File: config.mk
export PLATFORM = sky130hd
export DESIGN_NAME = go_back_n_sender_window_unit
export DESIGN_NICKNAME = d
export VERILOG_FILES = /design/src/hdl/gbn_pkg.sv /design/src/hdl/gbn_ram.sv /design/src/hdl/gbn_ctrl.sv /design/src/hdl/gbn_dp.sv /design/src/hdl/go_back_n_sender_window_unit.sv
export SDC_FILE = /design/constraint.sdc
export NUM_CORES = 1
export LEC_CHECK = 0
export ABC_AREA = 1
export BUFFER_PORTS_ARGS = -buffer_cell sky130_fd_sc_hd__buf_2
export CAP_MARGIN = 20
export CORE_MARGIN = 4
export CORE_UTILIZATION = 60
export DETAILED_ROUTE_END_ITERATION = 8
export PLACE_DENSITY = 0.81
export REMOVE_ABC_BUFFERS = 1
export SYNTH_ARGS = -nofsm -noshare
export SYNTH_HDL_FRONTEND = slang
export SYNTH_SLANG_ARGS = --single-unit
File: constraint.sdc
create_clock -name clk -period 9.7 [get_ports clk]
set_input_delay 0.97 -clock clk [delete_from_list [all_inputs] [get_ports clk]]
set_output_delay 0.97 -clock clk [all_outputs]
set_load 0.05 [all_outputs]
File: src/hdl/gbn_pkg.sv
// Shared types, codes and constants of the Go-Back-N sender window.
package gbn_pkg;

  localparam int SEQ_W      = 16;
  localparam int PAY_W      = 64;
  localparam int FUNC_W     = 2;
  localparam int KIND_W     = 2;
  localparam int CFG_W      = 4;
  localparam int WINDOW_DEF = 8;

  localparam logic [CFG_W-1:0] LEN_RESET = CFG_W'(4);
  localparam logic [SEQ_W-1:0] SEQ_RESET = SEQ_W'(1);

  typedef enum logic [FUNC_W-1:0] {
    FN_SEND    = 2'd0,
    FN_ACK     = 2'd1,
    FN_TIMEOUT = 2'd2,
    FN_RSVD    = 2'd3
  } func_t;

  typedef enum logic [KIND_W-1:0] {
    K_STATUS = 2'd0,
    K_TX     = 2'd1,
    K_START  = 2'd2,
    K_STOP   = 2'd3
  } kind_t;

  typedef struct packed {
    logic apply;
    logic emit_a;
    logic emit_b;
    logic rd;
    logic emit_tx;
  } cmd_t;

  typedef struct packed {
    logic has_b;
    logic walk;
    logic walk_last;
    logic out_free;
  } sts_t;

endpackage

File: src/hdl/gbn_ram.sv
// Generic single-port-write, single-port-read RAM with registered read data.
module gbn_ram #(
  parameter int WIDTH = 64,
  parameter int DEPTH = 8,
  parameter int AW    = (DEPTH > 1) ? $clog2(DEPTH) : 1
) (
  input  logic             clk,
  input  logic             we,
  input  logic [AW-1:0]    waddr,
  input  logic [WIDTH-1:0] wdata,
  input  logic             re,
  input  logic [AW-1:0]    raddr,
  output logic [WIDTH-1:0] rdata
);

  logic [WIDTH-1:0] mem [DEPTH];
  logic [WIDTH-1:0] rdata_r;

  always_ff @(posedge clk) begin
    if (we) begin
      mem[waddr] <= wdata;
    end
    if (re) begin
      rdata_r <= mem[raddr];
    end
  end

  assign rdata = rdata_r;

endmodule

File: src/hdl/gbn_ctrl.sv
// Sequencing state machine of the Go-Back-N sender window.
module gbn_ctrl (
  input  logic          clk,
  input  logic          rst_n,
  input  logic          in_valid,
  output logic          in_ready,
  input  gbn_pkg::sts_t sts,
  output gbn_pkg::cmd_t cmd
);

  import gbn_pkg::*;

  typedef enum logic [5:0] {
    ST_IDLE   = 6'b000001,
    ST_EMIT_A = 6'b000010,
    ST_EMIT_B = 6'b000100,
    ST_RD     = 6'b001000,
    ST_TX     = 6'b010000,
    ST_SPARE  = 6'b100000
  } state_t;

  state_t state_r, state_nxt;

  always_comb begin
    state_nxt = state_r;
    cmd       = '0;
    in_ready  = 1'b0;
    unique case (state_r)
      ST_IDLE: begin
        in_ready = 1'b1;
        if (in_valid) begin
          cmd.apply = 1'b1;
          state_nxt = ST_EMIT_A;
        end
      end
      ST_EMIT_A: begin
        if (sts.out_free) begin
          cmd.emit_a = 1'b1;
          if (sts.has_b) begin
            state_nxt = ST_EMIT_B;
          end else if (sts.walk) begin
            state_nxt = ST_RD;
          end else begin
            state_nxt = ST_IDLE;
          end
        end
      end
      ST_EMIT_B: begin
        if (sts.out_free) begin
          cmd.emit_b = 1'b1;
          state_nxt  = sts.walk ? ST_RD : ST_IDLE;
        end
      end
      ST_RD: begin
        cmd.rd    = 1'b1;
        state_nxt = ST_TX;
      end
      ST_TX: begin
        if (sts.out_free) begin
          cmd.emit_tx = 1'b1;
          state_nxt   = sts.walk_last ? ST_IDLE : ST_RD;
        end
      end
      default: begin
        state_nxt = ST_IDLE;
      end
    endcase
  end

  always_ff @(posedge clk) begin
    if (!rst_n) begin
      state_r <= ST_IDLE;
    end else begin
      state_r <= state_nxt;
    end
  end

endmodule

File: src/hdl/gbn_dp.sv
// Window state, payload ring, result planning and output register.
module gbn_dp #(
  parameter int WINDOW = gbn_pkg::WINDOW_DEF
) (
  input  logic                        clk,
  input  logic                        rst_n,
  input  gbn_pkg::cmd_t               cmd,
  output gbn_pkg::sts_t               sts,
  input  logic                        cfg_we,
  input  logic [gbn_pkg::CFG_W-1:0]   cfg_wdata,
  input  logic [gbn_pkg::FUNC_W-1:0]  in_func,
  input  logic [gbn_pkg::PAY_W-1:0]   in_payload,
  input  logic [gbn_pkg::SEQ_W-1:0]   in_ack_num,
  input  logic                        in_ack_checksum_ok,
  output logic                        out_valid,
  input  logic                        out_ready,
  output logic [gbn_pkg::KIND_W-1:0]  out_kind,
  output logic [gbn_pkg::SEQ_W-1:0]   out_seq_num,
  output logic [gbn_pkg::PAY_W-1:0]   out_packet_payload,
  output logic                        out_accepted,
  output logic                        out_window_full,
  output logic                        out_last
);

  import gbn_pkg::*;

  localparam int IDX_W = (WINDOW > 1) ? $clog2(WINDOW) : 1;
  localparam int CNT_W = $clog2(WINDOW + 1);
  localparam int SUM_W = CNT_W + 1;
  localparam int CMP_W = (CNT_W > CFG_W) ? CNT_W : CFG_W;

  function automatic logic [IDX_W-1:0] wrap_add(input logic [IDX_W-1:0] h,
                                                input logic [CNT_W-1:0] x);
    logic [SUM_W-1:0] sum;
    sum = {{(SUM_W-IDX_W){1'b0}}, h} + {1'b0, x};
    if (sum >= SUM_W'(WINDOW)) begin
      sum = sum - SUM_W'(WINDOW);
    end
    return sum[IDX_W-1:0];
  endfunction

  logic [CFG_W-1:0] len_r;
  logic [SEQ_W-1:0] base_r, base_nxt;
  logic [SEQ_W-1:0] next_r, next_nxt;
  logic [CNT_W-1:0] flight_r, flight_nxt;
  logic [IDX_W-1:0] head_r, head_nxt;
  logic [CNT_W-1:0] idx_r;

  kind_t            a_kind_r, a_kind_nxt, b_kind_r, b_kind_nxt;
  logic [SEQ_W-1:0] a_seq_r, a_seq_nxt, b_seq_r, b_seq_nxt;
  logic [PAY_W-1:0] pay_r;
  logic             acc_r, acc_nxt;
  logic             has_b_r, has_b_nxt;
  logic             walk_r, walk_nxt;

  logic             out_valid_r;
  kind_t            out_kind_r;
  logic [SEQ_W-1:0] out_seq_r;
  logic [PAY_W-1:0] out_pay_r;
  logic             out_acc_r, out_full_r, out_last_r;

  logic [CMP_W-1:0] eff_len, flight_c;
  logic             room, full;
  logic [SEQ_W-1:0] ack_dist;
  logic             ack_ok;
  logic [CNT_W-1:0] slide;
  logic             ram_we;
  logic [IDX_W-1:0] ram_waddr, ram_raddr;
  logic [PAY_W-1:0] ram_rdata;
  logic             emit;
  logic [CNT_W-1:0] idx_inc;

  assign flight_c = CMP_W'(flight_r);
  assign eff_len  = (CMP_W'(len_r) < CMP_W'(WINDOW)) ? CMP_W'(len_r) : CMP_W'(WINDOW);
  assign room     = flight_c < eff_len;
  assign full     = flight_c >= eff_len;
  assign ack_dist = in_ack_num - base_r;
  assign ack_ok   = (flight_r != '0) && in_ack_checksum_ok &&
                    (ack_dist < {{(SEQ_W-CNT_W){1'b0}}, flight_r});
  assign slide    = ack_dist[CNT_W-1:0] + CNT_W'(1);
  assign idx_inc  = idx_r + CNT_W'(1);

  always_comb begin
    base_nxt   = base_r;
    next_nxt   = next_r;
    flight_nxt = flight_r;
    head_nxt   = head_r;
    a_kind_nxt = K_STATUS;
    a_seq_nxt  = base_r;
    b_kind_nxt = K_STATUS;
    b_seq_nxt  = base_r;
    acc_nxt    = 1'b0;
    has_b_nxt  = 1'b0;
    walk_nxt   = 1'b0;
    ram_we     = 1'b0;
    case (func_t'(in_func))
      FN_SEND: begin
        if (room) begin
          ram_we     = cmd.apply;
          acc_nxt    = 1'b1;
          has_b_nxt  = (flight_r == '0);
          a_kind_nxt = (flight_r == '0) ? K_START : K_TX;
          a_seq_nxt  = next_r;
          b_kind_nxt = K_TX;
          b_seq_nxt  = next_r;
          flight_nxt = flight_r + CNT_W'(1);
          next_nxt   = next_r + SEQ_W'(1);
        end
      end
      FN_ACK: begin
        if (ack_ok) begin
          acc_nxt    = 1'b1;
          a_kind_nxt = K_STOP;
          base_nxt   = in_ack_num + SEQ_W'(1);
          flight_nxt = flight_r - slide;
          head_nxt   = wrap_add(head_r, slide);
          has_b_nxt  = (flight_nxt != '0);
          b_kind_nxt = K_START;
          b_seq_nxt  = base_nxt;
        end
      end
      FN_TIMEOUT: begin
        if (flight_r != '0) begin
          a_kind_nxt = K_STOP;
          b_kind_nxt = K_START;
          has_b_nxt  = 1'b1;
          walk_nxt   = 1'b1;
        end
      end
      FN_RSVD: begin
        a_kind_nxt = K_STATUS;
      end
      default: begin
        a_kind_nxt = K_STATUS;
      end
    endcase
  end

  assign ram_waddr = wrap_add(head_r, flight_r);
  assign ram_raddr = wrap_add(head_r, idx_r);

  gbn_ram #(
    .WIDTH (PAY_W),
    .DEPTH (WINDOW),
    .AW    (IDX_W)
  ) u_ring (
    .clk   (clk),
    .we    (ram_we),
    .waddr (ram_waddr),
    .wdata (in_payload),
    .re    (cmd.rd),
    .raddr (ram_raddr),
    .rdata (ram_rdata)
  );

  always_ff @(posedge clk) begin
    if (!rst_n) begin
      len_r    <= LEN_RESET;
      base_r   <= SEQ_RESET;
      next_r   <= SEQ_RESET;
      flight_r <= '0;
      head_r   <= '0;
      has_b_r  <= 1'b0;
      walk_r   <= 1'b0;
      idx_r    <= '0;
    end else begin
      if (cfg_we) begin
        len_r <= cfg_wdata;
      end
      if (cmd.apply) begin
        base_r   <= base_nxt;
        next_r   <= next_nxt;
        flight_r <= flight_nxt;
        head_r   <= head_nxt;
        has_b_r  <= has_b_nxt;
        walk_r   <= walk_nxt;
        idx_r    <= '0;
      end else if (cmd.emit_tx) begin
        idx_r <= idx_inc;
      end
    end
  end

  always_ff @(posedge clk) begin
    if (cmd.apply) begin
      a_kind_r <= a_kind_nxt;
      a_seq_r  <= a_seq_nxt;
      b_kind_r <= b_kind_nxt;
      b_seq_r  <= b_seq_nxt;
      acc_r    <= acc_nxt;
      pay_r    <= in_payload;
    end
  end

  assign emit = cmd.emit_a || cmd.emit_b || cmd.emit_tx;

  always_ff @(posedge clk) begin
    if (!rst_n) begin
      out_valid_r <= 1'b0;
    end else if (emit) begin
      out_valid_r <= 1'b1;
    end else if (out_ready) begin
      out_valid_r <= 1'b0;
    end
  end

  always_ff @(posedge clk) begin
    if (emit) begin
      out_acc_r  <= acc_r;
      out_full_r <= full;
      if (cmd.emit_a) begin
        out_kind_r <= a_kind_r;
        out_seq_r  <= a_seq_r;
        out_pay_r  <= (a_kind_r == K_TX) ? pay_r : '0;
        out_last_r <= !has_b_r && !walk_r;
      end else if (cmd.emit_b) begin
        out_kind_r <= b_kind_r;
        out_seq_r  <= b_seq_r;
        out_pay_r  <= (b_kind_r == K_TX) ? pay_r : '0;
        out_last_r <= !walk_r;
      end else begin
        out_kind_r <= K_TX;
        out_seq_r  <= base_r + SEQ_W'(idx_r);
        out_pay_r  <= ram_rdata;
        out_last_r <= (idx_inc == flight_r);
      end
    end
  end

  assign sts.has_b     = has_b_r;
  assign sts.walk      = walk_r;
  assign sts.walk_last = (idx_inc == flight_r);
  assign sts.out_free  = !out_valid_r || out_ready;

  assign out_valid          = out_valid_r;
  assign out_kind           = out_kind_r;
  assign out_seq_num        = out_seq_r;
  assign out_packet_payload = out_pay_r;
  assign out_accepted       = out_acc_r;
  assign out_window_full    = out_full_r;
  assign out_last           = out_last_r;

endmodule

File: src/hdl/go_back_n_sender_window_unit.sv
// Top level of the Go-Back-N sender window.
//
// The input channel takes one event per beat: a send with a payload word, an
// ack with its number and checksum flag, or a timer expiry. The result channel
// gives one beat per result, and the last beat of an event carries out_last.
// The window length register is written through cfg_we and cfg_wdata; the
// user must do so only while the block is idle, as the block leaves it unchecked.
// An event is taken while the block is idle, and the results of a send or an
// ack then leave one per cycle while the receiver takes them. A timeout walks
// the payload ring, which has one registered read port: after its stop and
// start beats it reads and then sends each packet in flight in turn.
// The next event is taken once the last result of the current one has been
// loaded into the output register, even while that beat still waits.
// While a result waits to be loaded, the sequencer holds and in_ready is low.
// Reset sets the window base and next sequence number to 1, empties the
// window and sets the window length to 4. The payload ring is not cleared.
module go_back_n_sender_window_unit #(
  parameter int WINDOW = gbn_pkg::WINDOW_DEF
) (
  input  logic                        clk,
  input  logic                        rst_n,
  input  logic                        cfg_we,
  input  logic [gbn_pkg::CFG_W-1:0]   cfg_wdata,
  input  logic                        in_valid,
  output logic                        in_ready,
  input  logic [gbn_pkg::FUNC_W-1:0]  in_func,
  input  logic [gbn_pkg::PAY_W-1:0]   in_payload,
  input  logic [gbn_pkg::SEQ_W-1:0]   in_ack_num,
  input  logic                        in_ack_checksum_ok,
  output logic                        out_valid,
  input  logic                        out_ready,
  output logic [gbn_pkg::KIND_W-1:0]  out_kind,
  output logic [gbn_pkg::SEQ_W-1:0]   out_seq_num,
  output logic [gbn_pkg::PAY_W-1:0]   out_packet_payload,
  output logic                        out_accepted,
  output logic                        out_window_full,
  output logic                        out_last
);

  import gbn_pkg::*;

  cmd_t cmd;
  sts_t sts;

  gbn_ctrl u_ctrl (
    .clk      (clk),
    .rst_n    (rst_n),
    .in_valid (in_valid),
    .in_ready (in_ready),
    .sts      (sts),
    .cmd      (cmd)
  );

  gbn_dp #(
    .WINDOW (WINDOW)
  ) u_dp (
    .clk                (clk),
    .rst_n              (rst_n),
    .cmd                (cmd),
    .sts                (sts),
    .cfg_we             (cfg_we),
    .cfg_wdata          (cfg_wdata),
    .in_func            (in_func),
    .in_payload         (in_payload),
    .in_ack_num         (in_ack_num),
    .in_ack_checksum_ok (in_ack_checksum_ok),
    .out_valid          (out_valid),
    .out_ready          (out_ready),
    .out_kind           (out_kind),
    .out_seq_num        (out_seq_num),
    .out_packet_payload (out_packet_payload),
    .out_accepted       (out_accepted),
    .out_window_full    (out_window_full),
    .out_last           (out_last)
  );

endmodule

==> flow_metrics.env <==
export IMPL_grtUsageTotal=0.2657
export IMPL_path_delay_family="simple AND/OR/NAND/NOR gates"
export IMPL_dp_hpwl_um=46820
export IMPL_cp_cell_sequence="ha_1 -> inv_1 -> nor2_1 -> o21ai_1 -> nand2_1 -> nor2_1 -> buf_4 -> inv_2 -> nor2_2 -> inv_1 -> or2_2 -> nor2_4 -> buf_4"
export IMPL_cp_required_ns=9.94
export IMPL_cts_tree="yes"
export IMPL_cts_buffers=80
export IMPL_yosys_area_top_type="edfxtp_1"
export IMPL_ys_warn_count=0
export IMPL_clock_path_buffers=3
export IMPL_leakage_nw=13.79
export IMPL_root_buffer="clkbuf_16"
export IMPL_synthTopCellsByArea="edfxtp_1, o21ai_0, inv_1, nand2_1, dfxtp_1"
export IMPL_design_core_area_um2=56500
export IMPL_wl_um=82380
export IMPL_start_util=0.6079
export IMPL_clock_skew_ns=0.03255
export IMPL_multi_input_area_um2=8569
export IMPL_ys_seq_area_frac=0.6983
export IMPL_firstDrtPassIters=8
export IMPL_arrival_ns=4.75
export IMPL_synth_avg_cell_area_um2=12.34
export IMPL_drt_iter0_drc=2491
export IMPL_top_usage_layer="met2"
export IMPL_dp_slack_ns=5.205
export IMPL_grt_use_met1=0.3488
export IMPL_io_pins=179
export IMPL_sequentialPowerShare=0.543
export IMPL_portBuffers=178
export IMPL_status="finished, final reports clean"
export IMPL_drv_slew=0
export IMPL_grt_pass1_wl_um=125400
export IMPL_worst_pin_slew_ns=1.125
export IMPL_irDropWorstVdd_v=0.0001565
export IMPL_critPathCaptureType="flip-flop"
export IMPL_cts_max_level=3
export IMPL_grt_use_met3=0.05107
export IMPL_route_detailed_drc=0
export IMPL_synthArstFlopShare=0
export IMPL_die_w_um=247.3
export IMPL_rows=87
export IMPL_die_h_um=247.3
export IMPL_rsz0062_at_grt="false"
export IMPL_synth_edf_count=762
export IMPL_power_density_nw_per_um2=188.5
export IMPL_area_delta_synth_final_pct=11.99
export IMPL_r2r_slack_ns=5.20
export IMPL_synth_top_area_frac=0.6663
export IMPL_ant_nets=0
export IMPL_clk_pin_slew_ns=0.06
export IMPL_cts_setup_buffers=0
export IMPL_fill_cells=3796
export IMPL_syn_area_um2=34340
export IMPL_synth_commonest_cells="edfxtp_1, inv_1, nand2_1, o21ai_0, a21oi_1"
export IMPL_ctsResizeCount=0
export IMPL_setup_viol=0
export IMPL_path_buf_inv=5
export IMPL_via_per_inst=6.073
export IMPL_syn_inst=2784
export IMPL_maxCapViolCount=0
export IMPL_finalSetupTns_ns=0
export IMPL_regArea_um2=23980
export IMPL_min_path_type="reg -> reg"
export IMPL_ctsHoldBuffers=0
export IMPL_max_stage_delay_ns=0.73
export IMPL_pwr_share_clk=0.410
export IMPL_final_layout_size_suffix_gt1_frac=0.1263
export IMPL_ys_ff_latch=817
export IMPL_finalHoldViolations=0
export IMPL_clock_latency_ns=0.63
export IMPL_crit_slowest_cell="buf_4"
export IMPL_grt_max_degree=109
export IMPL_dr_total_vias=22845
export IMPL_worst_path_max_fanout=42
export IMPL_max_freq_mhz=222.0
export IMPL_p_sw_frac=0.2165
export IMPL_ys_types=48
export IMPL_wl_per_cell_um=21.90
export IMPL_p_switching_w=0.001570
export IMPL_gp_congestion=0.9035
export IMPL_grt_antenna_before_repair=12
export IMPL_met2_usage=0.4408
export IMPL_finalCritPeriodShare=0.4643
export IMPL_die_area_um2=61130
export IMPL_slew_headroom=0.2503
export IMPL_crit_type="reg -> reg"
export IMPL_yosysMostFrequentCell="edfxtp_1"
export IMPL_power_frac_comb=0.047
export IMPL_grt_pass1_vias=22475
export IMPL_setup_slack_ns=5.196
export IMPL_clock_sinks=817
export IMPL_synth_ff_type="edfxtp_1"
export IMPL_period_minus_slack_ns=4.504
export IMPL_crit_path_start_kind="flip-flop"
export IMPL_gr_total_overflow=0
export IMPL_nNetsFinal=3076
export IMPL_internal_power_w=0.005682
path summary, 6_finish.rpt:
path | from | end | cells after the start
hold / removal | u_dp.acc_r | u_dp.out_accepted | 0
hold reg to reg | u_dp.acc_r | u_dp.out_accepted | 0
setup reg to reg | u_dp.flight_c[1] | u_dp.u_ring.mem[6][18] | 13
setup / recovery | u_dp.flight_c[1] | u_dp.u_ring.mem[6][18] | 13
metrics by stage:
stage	instance area, um2	total power [W]	hold slack [ns]	std cells	util
floorplan	33770	0.004204	0.4003	2650	-
global placement	35940	0.004332	0.4280	3612	0.6361
detailed placement	35940	0.004344	0.4308	3612	0.6361
CTS	38420	0.007283	0.4473	3756	0.6801
global route	38450	0.007470	0.4494	3759	0.6807
finish	38460	0.007252	0.4467	3762	0.6808
cells by family after synthesis:
family / synth area share
muxes: 0.01865
xor gates and xnor gates: 0.009691
adders and majority gates: 0.01771
and+or+nand+nor: 0.08117
buffers and inverters: 0.05552
AOI/OAI and AO/OA: 0.1189
DFF: 0.6983
cell type report:
type                    count  share of cell area
clock buffers             101             0.05465
clock inverters            43            0.009922
repair buffers            207             0.02934
inverters                 356             0.03481
flip-flops and latches    817              0.6236
well taps                 756             0.02459
multi-input cells        1477              0.2228
diodes                      5           0.0003253
cells in the final DEF (no fill, tap or decap), types with 10 or more instances in the layout:
cell	netlist	routed
edfxtp_1	762	762
inv_1	348	347
nand2_1	314	314
o21ai_0	265	265
a21oi_1	197	197
buf_2	18	178
nor2_1	155	145
nand3_1	82	82
clkbuf_16	0	81
o211ai_1	67	67
a32o_1	65	65
a31oi_1	65	65
mux2i_1	64	64
dfxtp_1	55	55
ha_1	39	38
buf_4	2	28
nand4_1	23	23
xor2_1	24	23
clkbuf_1	95	20
clkinv_1	4	19
nand2_2	16	16
xnor2_1	14	14
nor3_1	13	13
o21bai_1	12	12
clkinv_2	0	12
nor2_4	2	11
nor2_2	9	10
state kept, by name, indices dropped and copies added (netlist names), 3 cells and up:
name / count
u_dp.pay_r: 64
u_dp.head_r: 3
u_ctrl.state_r: 5
u_dp.idx_r: 4
u_dp.u_ring.mem: 512
u_dp.flight_c: 4
u_dp.base_r: 16
u_dp.b_seq_r: 16
u_dp.next_r: 16
u_dp.len_r: 4
u_dp.out_seq_num: 16
u_dp.u_ring.rdata: 64
u_dp.out_packet_payload: 64
u_dp.a_seq_r: 16
per-layer routing:
layer  vias to the layer above  part of all wire
met5                         -           0.00098
met4                        16             0.034
met3                       220             0.090
met2                      1183              0.49
met1                     11118              0.38
li1                      10308                 -
power groups by stage:
| stage | logic, W | clock network, W | registers, W |
|---|---|---|---|
| after floorplan | 0.000166 | 0 | 0.00404 |
| after global placement | 0.000325 | 0 | 0.00401 |
| after detailed placement | 0.000333 | 0 | 0.00401 |
| after CTS | 0.000336 | 0.00301 | 0.00394 |
| after global routing | 0.000370 | 0.00316 | 0.00394 |
| final | 0.000339 | 0.00298 | 0.00394 |
(Power assumes the default switching activity.)
